`src/sv/rtds_pkg.sv`:
```
`default_nettype none

package rtds_pkg;

    // Ring size in bytes; a power of two.
    localparam int RING_BYTES = 1024;
    localparam int IDX_W      = $clog2(RING_BYTES);
    localparam int CNT_W      = IDX_W + 1;

    // Fixed field widths of the beats.
    localparam int APPEND_W = 16;
    localparam int LEN_W    = 11;
    localparam int OFF_W    = 10;

    typedef enum logic {
        OP_APPEND   = 1'b0,
        OP_SEG_DONE = 1'b1
    } t_opcode;

    typedef struct packed {
        t_opcode               opcode;
        logic [APPEND_W-1:0]   append_len;
    } t_in_beat;

    typedef struct packed {
        logic [LEN_W-1:0] accepted_len;
        logic             seg_start;
        logic [OFF_W-1:0] seg_offset;
        logic [LEN_W-1:0] seg_length;
        logic             done_pulse;
        logic             busy_res;
        logic [LEN_W-1:0] free_space;
    } t_out_beat;

endpackage

`default_nettype wire

```
`src/sv/ring_tx_dma_segment_scheduler.sv`:
```
// An accepted input beat waits in the input register; its result beat is loaded into the
// output register when the beat advances, and leaves from there when not stalled.
// Throughput: 1 beat per cycle while the output is not stalled; the ring counters are read
// and updated in the same cycle the input register hands its beat to the output register.
// Reset (i_rst_n low, synchronous): counters and snapshot clear, engine idle, no chained
// segment pending, both pipeline registers empty.
`default_nettype none

module ring_tx_dma_segment_scheduler (
    input  logic              i_clk,
    input  logic              i_rst_n,
    input  logic              i_in_valid,
    output logic              o_in_stall,
    input  rtds_pkg::t_in_beat  i_in_data,
    output logic              o_out_valid,
    input  logic              i_out_stall,
    output rtds_pkg::t_out_beat o_out_data
);
    import rtds_pkg::*;

    localparam logic [CNT_W-1:0] RING_CNT = CNT_W'(RING_BYTES);
    localparam int CMP_W = (APPEND_W > CNT_W) ? APPEND_W : CNT_W;

    // Pipeline registers
    logic      r_in_valid;
    t_in_beat  r_in_data;
    logic      r_out_valid;
    t_out_beat r_out_data;
    t_out_beat n_out_data;

    // Ring state: counts run modulo 2*RING_BYTES so full and empty differ
    logic [CNT_W-1:0] r_write_count, n_write_count;
    logic [CNT_W-1:0] r_read_count,  n_read_count;
    logic [CNT_W-1:0] r_kick_snapshot, n_kick_snapshot;
    logic             r_seg_pending, n_seg_pending;
    logic             r_engine_idle, n_engine_idle;

    logic w_advance;

    // Event decode results
    logic [CNT_W-1:0] w_acc;
    logic [CNT_W-1:0] w_wc_a;
    logic [CNT_W-1:0] w_rc_a;
    logic             w_do_kick;
    logic             w_do_done;
    logic             w_chain_start;
    logic             w_pend_clr;
    logic [IDX_W-1:0] w_rest;

    // Helpers for the append path
    logic [CNT_W-1:0] w_used0;
    logic [CNT_W-1:0] w_free0;

    // Helpers for the chained-segment path
    logic [IDX_W-1:0] w_r_idx0;
    logic [CNT_W-1:0] w_step;
    logic [CNT_W-1:0] w_room;

    // Kick evaluation, from the counts after the event
    logic [CNT_W-1:0] k_used;
    logic [IDX_W-1:0] k_ridx;
    logic [IDX_W-1:0] k_widx;
    logic             k_wrap;
    logic [CNT_W-1:0] k_len;
    logic             k_pend;

    // Move a beat from the input register to the output register when the output
    // register is empty or is being drained this cycle.
    assign w_advance   = r_in_valid && (!r_out_valid || !i_out_stall);
    assign o_in_stall  = r_in_valid && !w_advance;
    assign o_out_valid = r_out_valid;
    assign o_out_data  = r_out_data;

    assign w_used0  = r_write_count - r_read_count;
    assign w_free0  = RING_CNT - w_used0;
    assign w_r_idx0 = r_read_count[IDX_W-1:0];
    assign w_step   = RING_CNT - CNT_W'(w_r_idx0);
    assign w_room   = r_kick_snapshot - r_read_count;
    assign w_rest   = r_kick_snapshot[IDX_W-1:0];

    // Decode the event held in the input register.
    always_comb begin
        w_acc         = '0;
        w_wc_a        = r_write_count;
        w_rc_a        = r_read_count;
        w_do_kick     = 1'b0;
        w_do_done     = 1'b0;
        w_chain_start = 1'b0;
        w_pend_clr    = 1'b0;
        unique case (r_in_data.opcode)
            OP_APPEND: begin
                // Clip the offer to free space, then kick only an idle engine.
                if (CMP_W'(r_in_data.append_len) < CMP_W'(w_free0)) begin
                    w_acc = CNT_W'(r_in_data.append_len);
                end else begin
                    w_acc = w_free0;
                end
                w_wc_a    = r_write_count + w_acc;
                w_do_kick = r_engine_idle && (w_wc_a != r_read_count);
            end
            OP_SEG_DONE: begin
                // A completion while idle is dropped.
                if (!r_engine_idle) begin
                    if (r_seg_pending) begin
                        // Advance to the ring end, never past the snapshot.
                        w_pend_clr = 1'b1;
                        w_rc_a     = r_read_count + ((w_step > w_room) ? w_room : w_step);
                        if (w_rest != '0) begin
                            w_chain_start = 1'b1;
                        end else if (r_write_count != w_rc_a) begin
                            w_do_kick = 1'b1;
                        end else begin
                            w_do_done = 1'b1;
                        end
                    end else begin
                        w_rc_a = r_kick_snapshot;
                        if (r_write_count != w_rc_a) begin
                            w_do_kick = 1'b1;
                        end else begin
                            w_do_done = 1'b1;
                        end
                    end
                end
            end
            default: begin
                w_acc = '0;
            end
        endcase
    end

    // Segment split at kick time: compare ring indices, not raw counts.
    assign k_used = w_wc_a - w_rc_a;
    assign k_ridx = w_rc_a[IDX_W-1:0];
    assign k_widx = w_wc_a[IDX_W-1:0];
    assign k_wrap = !(k_ridx < k_widx);
    assign k_len  = k_wrap ? (RING_CNT - CNT_W'(k_ridx)) : k_used;
    assign k_pend = k_wrap && (k_widx != '0);

    // Next state and result beat.
    always_comb begin
        n_write_count   = w_wc_a;
        n_read_count    = w_rc_a;
        n_kick_snapshot = w_do_kick ? w_wc_a : r_kick_snapshot;
        if (w_do_kick) begin
            n_seg_pending = k_pend;
        end else if (w_pend_clr) begin
            n_seg_pending = 1'b0;
        end else begin
            n_seg_pending = r_seg_pending;
        end
        if (w_do_kick) begin
            n_engine_idle = 1'b0;
        end else if (w_do_done) begin
            n_engine_idle = 1'b1;
        end else begin
            n_engine_idle = r_engine_idle;
        end

        n_out_data.accepted_len = LEN_W'(w_acc);
        n_out_data.seg_start    = w_do_kick || w_chain_start;
        n_out_data.seg_offset   = w_do_kick ? OFF_W'(k_ridx) : '0;
        if (w_do_kick) begin
            n_out_data.seg_length = LEN_W'(k_len);
        end else if (w_chain_start) begin
            n_out_data.seg_length = LEN_W'(w_rest);
        end else begin
            n_out_data.seg_length = '0;
        end
        n_out_data.done_pulse = w_do_done;
        n_out_data.busy_res   = !n_engine_idle;
        n_out_data.free_space = LEN_W'(RING_CNT - (n_write_count - n_read_count));
    end

    // Control state: pipeline valids and ring counters.
    always_ff @(posedge i_clk) begin
        if (!i_rst_n) begin
            r_in_valid      <= 1'b0;
            r_out_valid     <= 1'b0;
            r_write_count   <= '0;
            r_read_count    <= '0;
            r_kick_snapshot <= '0;
            r_seg_pending   <= 1'b0;
            r_engine_idle   <= 1'b1;
        end else begin
            if (!o_in_stall) begin
                r_in_valid <= i_in_valid;
            end
            if (w_advance) begin
                r_out_valid     <= 1'b1;
                r_write_count   <= n_write_count;
                r_read_count    <= n_read_count;
                r_kick_snapshot <= n_kick_snapshot;
                r_seg_pending   <= n_seg_pending;
                r_engine_idle   <= n_engine_idle;
            end else if (!i_out_stall) begin
                // Result taken and nothing new behind it.
                r_out_valid <= 1'b0;
            end
        end
    end

    // Payload registers: hold while stalled.
    always_ff @(posedge i_clk) begin
        if (!o_in_stall) begin
            r_in_data <= i_in_data;
        end
        if (w_advance) begin
            r_out_data <= n_out_data;
        end
    end

endmodule

`default_nettype wire

```
`config.mk`:
```
export PLATFORM = sky130hd
export DESIGN_NAME = ring_tx_dma_segment_scheduler
export DESIGN_NICKNAME = d
export VERILOG_FILES = /design/src/sv/rtds_pkg.sv /design/src/sv/ring_tx_dma_segment_scheduler.sv
export SDC_FILE = /design/constraint.sdc
export NUM_CORES = 1
export LEC_CHECK = 0
export BUFFER_PORTS_ARGS = -buffer_cell sky130_fd_sc_hd__buf_2
export CORE_UTILIZATION = 35
export CTS_CLUSTER_SIZE = 30
export DETAILED_ROUTE_END_ITERATION = 6
export GPL_TIMING_DRIVEN = 0
export HOLD_SLACK_MARGIN = 0.03
export PLACE_DENSITY_LB_ADDON = 0.05
export SLEW_MARGIN = 20
export SYNTH_ARGS = -nofsm -noshare
export SYNTH_HDL_FRONTEND = slang
export SYNTH_SLANG_ARGS = --single-unit
export TNS_END_PERCENT = 30
```
`constraint.sdc`:
```
create_clock -name i_clk -period 8.7 [get_ports i_clk]
set_clock_uncertainty 0.05 [all_clocks]
set_input_delay 0.435 -clock i_clk [delete_from_list [all_inputs] [get_ports i_clk]]
set_output_delay 0.435 -clock i_clk [all_outputs]
set_load 0.05 [all_outputs]
```
==> impl_results.md <==
* Outcome: finished, final reports clean
* Share of the synthesized area in compound gates (AO/OA/AOI/OAI) at 18.39%
* Total Negative Setup Slacks at 0 ns
* Total detailed-routing wirelength at ~28,000 um
* Cells on Worst Hold Path at 1
* Leak pwr at around 4.4 nW
* Number of hold buffers added after cts at 0
* Post-DP HPWL at 21,970 um
* CTS root buffer: sky130_fd_sc_hd__clkbuf_16
* Worst endpoint required time at 8.80 ns
* Simple-gate share of the synthesized area at 18.35%
* Number of clock buffers inserted by TritonCTS at 9
* Most used flip-flop cell after synthesis: sky130_fd_sc_hd__edfxtp_1
* Warning count from the yosys run at 0
* Worst r2r path cells at 29
* Instance area after placement at 9617 um^2
* Async SR Flop Fraction at 0%
* Most common cell in the netlist: sky130_fd_sc_hd__nand2_1
* Slowest library cell on the worst path: sky130_fd_sc_hd__dfxtp_1
* Maximum fanout count along the critical path at 10
* Layout area overhead at 16.42%
* Register bit total from synthesis at 100
* Post-detailed-route via-to-cell ratio at 5.274
* Setup crit end kind: register
* Starting Density at 36.08%
* Cell type with the highest aggregate area in the netlist: sky130_fd_sc_hd__edfxtp_1
* Diodes inserted at 0
* Die span in x at 161.0 um
* Finished layout cell area at between 10,000 and 15,000 um^2
* Hold slack at 0.1947 ns
* Total gr overflow at 0
* Slowest Stage Delay on Critical Path at 0.48 ns
* Power density over the cells at 250.8 nW/um^2
* Count of nets left with antenna violations after detail routing at 0
* Worst setup slack after layout at 0.4992 ns
* Cell Rows at 57
* Top cells by area, synth: sky130_fd_sc_hd__edfxtp_1, sky130_fd_sc_hd__ha_1, sky130_fd_sc_hd__dfxtp_1, sky130_fd_sc_hd__xnor2_1, sky130_fd_sc_hd__nand2_1
* Vias in the first global route at 7,334
* Unrepaired setup endpoints after global routing: no
* CP Launch Point: r_read_count[5]
* Synthesized-area fraction occupied by adder cells at 14.28%
* Period Utilization, post-route at 94.26%
* Clock insertion delay at the later pin of the skew report at 0.37 ns
* Hold path endpoint: r_in_data[16]
* Number of nets in the layout at 1,238
* Post-placement setup slack at -1.792 ns
* Transition time at the pin with the least slew margin at slightly below 0.9 ns
* Capture instance of the worst register-to-register path: o_out_data[22]
* Kind of path behind the tightest hold check: in2reg
* First-pass GRT wire length at roughly 43,000 um
* Clock transition time at the flip-flop clock pins of the worst setup and hold paths at 0.08 ns
* Distinct cells, synth at 75
* Slew HR at 41.86%
* Critical register-to-register path startpoint: r_read_count[5]
* Clk sinks at 100
* Share of layout cells above drive strength 1 at between 15 and 20%
* Most used cell along the critical path: sky130_fd_sc_hd__ha_1
* Drt wl/cell at slightly below 20 um
* Starting DRC count in detailed routing at 446
* Die ar. at 25,930 um^2
* Final setup violation count at 0
* Total global routing track utilization at 21.93%
* Min cycle time layout at 8.201 ns
* Critical path data arrival time at 8.31 ns
* Number of max-cap violations at 0
* Area share of the largest cell type after synthesis at 21.37%
* Critical path launch point type: register
* Routed via count at 7,637
* CTS H-tree depth at 3
* Number of enable-type register cells in the synthesized netlist at 63
* Maximum root-to-sink buffer count at 2
* Total power consumption of the routed design at approximately 2.6 mW
* Net count after synthesis at 1,144
* Number of antenna violations at the first check in global routing at 0
* Most frequent cells after synthesis: sky130_fd_sc_hd__nand2_1, sky130_fd_sc_hd__ha_1, sky130_fd_sc_hd__nor2_1, sky130_fd_sc_hd__inv_1, sky130_fd_sc_hd__edfxtp_1
* Final hold violation count at 0
* VDD IR-drop max at 0.1056 mV
* IO buf count at 67
* Synthesized netlist cell count at slightly above 1,000
* Number of detailed-route iterations in the first pass at 7
* Routability congestion estimate at 0.8698
* Clock tree from TritonCTS: yes
* Proportion of synthesized chip area in sequential cells at 29.74%
* Post-synthesis instance area at around 8900 um^2
* Die H at 161.0 um
* DR DRC count at 0
* Path type of the worst setup path: reg2reg
* Pins Over Slew Limit at 0
* Worst reg-to-reg setup slack at 0.50 ns
* Worst hold path startpoint: i_in_data[16]
* Multiplexer area fraction after synthesis at 4.240%
* Pin count of the biggest net entering global routing at 44
* Number of primary I/O pins at between 60 and 70
* Fmax at 121.9 MHz
* Parity-gate share of the synthesized area counting xor and xnor cells at under 10%
* Core Box Area at between 20,000 and 25,000 um^2
* Combinational family with the most area after synthesis: compound AO/OA/AOI/OAI gates
* Mean area per synthesized cell at 8.636 um^2
==> cell families (layout without fill, tap and decap cells) <==
group / after synthesis / after routing
AND/OR/NAND/NOR: 330 / 330
XOR/XNOR: 86 / 86
AO/OA/AOI/OAI: 246 / 246
flip-flops: 100 / 100
adder cells (fa/ha/maj): 98 / 98
buffers and inverters: 128 / 227
multiplexers: 37 / 37
==> power breakdown <==
| group | total (mW) | switching (mW) | internal, mW |
|---|---|---|---|
| Clock | 0.432 | 0.223 | 0.209 |
| Combinational | 1.54 | 0.952 | 0.589 |
| Sequential | 0.613 | 0.0336 | 0.580 |
==> critical path, delay by kind of cell (launching register included) <==
family | cells | cell delay [ns]
compound gates | 10 | 2.37
xor+xnor | 1 | 0.35
fa+ha+maj | 5 | 1.64
buf+inv | 5 | 1.33
flops | 1 | 0.48
mux | 1 | 0.30
simple gates | 7 | 1.45
==> registers in the layout, summed over array words and instances (netlist names) <==
| register | cells |
|---|---|
| r_read_count | 11 |
| r_in_data | 17 |
| r_in_valid | 1 |
| r_write_count | 11 |
| r_kick_snapshot | 11 |
| r_engine_idle | 1 |
| o_out_data | 46 |
| r_seg_pending | 1 |
| o_out_valid | 1 |
==> stage by stage <==
| step | utilization [%] | std cells |
|---|---|---|
| 5_1_grt | 42.01 | 1448 |
| 3_5_place_dp | 39.20 | 1417 |
| 3_3_place_gp | 39.10 | 1416 |
| 4_1_cts | 41.08 | 1435 |
| 2_1_floorplan | - | 1025 |
| 6_report | 42.01 | 1448 |
==> what timing repair did <==
action	4_1_cts	5_1_grt
setup buffers	2	14
setup endpoints to repair	42	39
gates cloned	0	0
endpoints found under the hold margin	0	0
gates resized for setup	34	45
pin swaps	2	7
==> how the worst max path moves through the flow <==
stage,to,slack [ns],depth (start not counted)
after floorplan,o_out_data[10],0.80,37
after global placement,o_out_data[21],-1.73,36
after detailed placement,o_out_data[21],-1.79,36
after CTS,o_out_data[10],0.01,36
after global routing,o_out_data[10],0.004,35
final,o_out_data[22],0.50,29
==> cell type report <==
cell class / instances / area [um^2]
multi-input cells: 797 / 5926
plain buffers: 42 / 211.5
flip-flops and latches: 100 / 2636
well taps: 324 / 405.4
repair buffers: 84 / 488.0
clock buffers: 9 / 225.2
fillers: 2554 / 14230
clock inverters: 7 / 91.34
inverters: 85 / 322.8
==> cells in the final DEF (no fill, tap or decap), types with 14 or more instances in the layout <==
cell type                  netlist  routed
sky130_fd_sc_hd__ha_1           93      91
sky130_fd_sc_hd__nor2_1         87      86
sky130_fd_sc_hd__and2_1         17      16
sky130_fd_sc_hd__a21o_1         17      17
sky130_fd_sc_hd__o21ai_0        60      54
sky130_fd_sc_hd__nand3_1        24      24
sky130_fd_sc_hd__buf_4           0      17
sky130_fd_sc_hd__nand2_1        94      94
sky130_fd_sc_hd__a21oi_1        56      51
sky130_fd_sc_hd__xor2_1         20      19
sky130_fd_sc_hd__buf_2           8      76
sky130_fd_sc_hd__a211oi_1       25      25
sky130_fd_sc_hd__nor2b_1        14      14
sky130_fd_sc_hd__nor3_1         20      18
sky130_fd_sc_hd__edfxtp_1       63      63
sky130_fd_sc_hd__dfxtp_1        37      34
sky130_fd_sc_hd__inv_1          84      83
sky130_fd_sc_hd__xnor2_1        61      61
sky130_fd_sc_hd__mux2i_1        33      27
sky130_fd_sc_hd__clkbuf_1       32      23
==> layer usage <==
metal | vias to the layer above | wire length, um | global-route usage, %
met5 | - | 0 | 0
met4 | 0 | 529 | 6.261
met3 | 23 | 1331 | 3.287
met2 | 150 | 12820 | 35.33
met1 | 3628 | 13420 | 30.33
li1 | 3836 | - | -
Note: power is estimated with default switching activity, not from simulation.
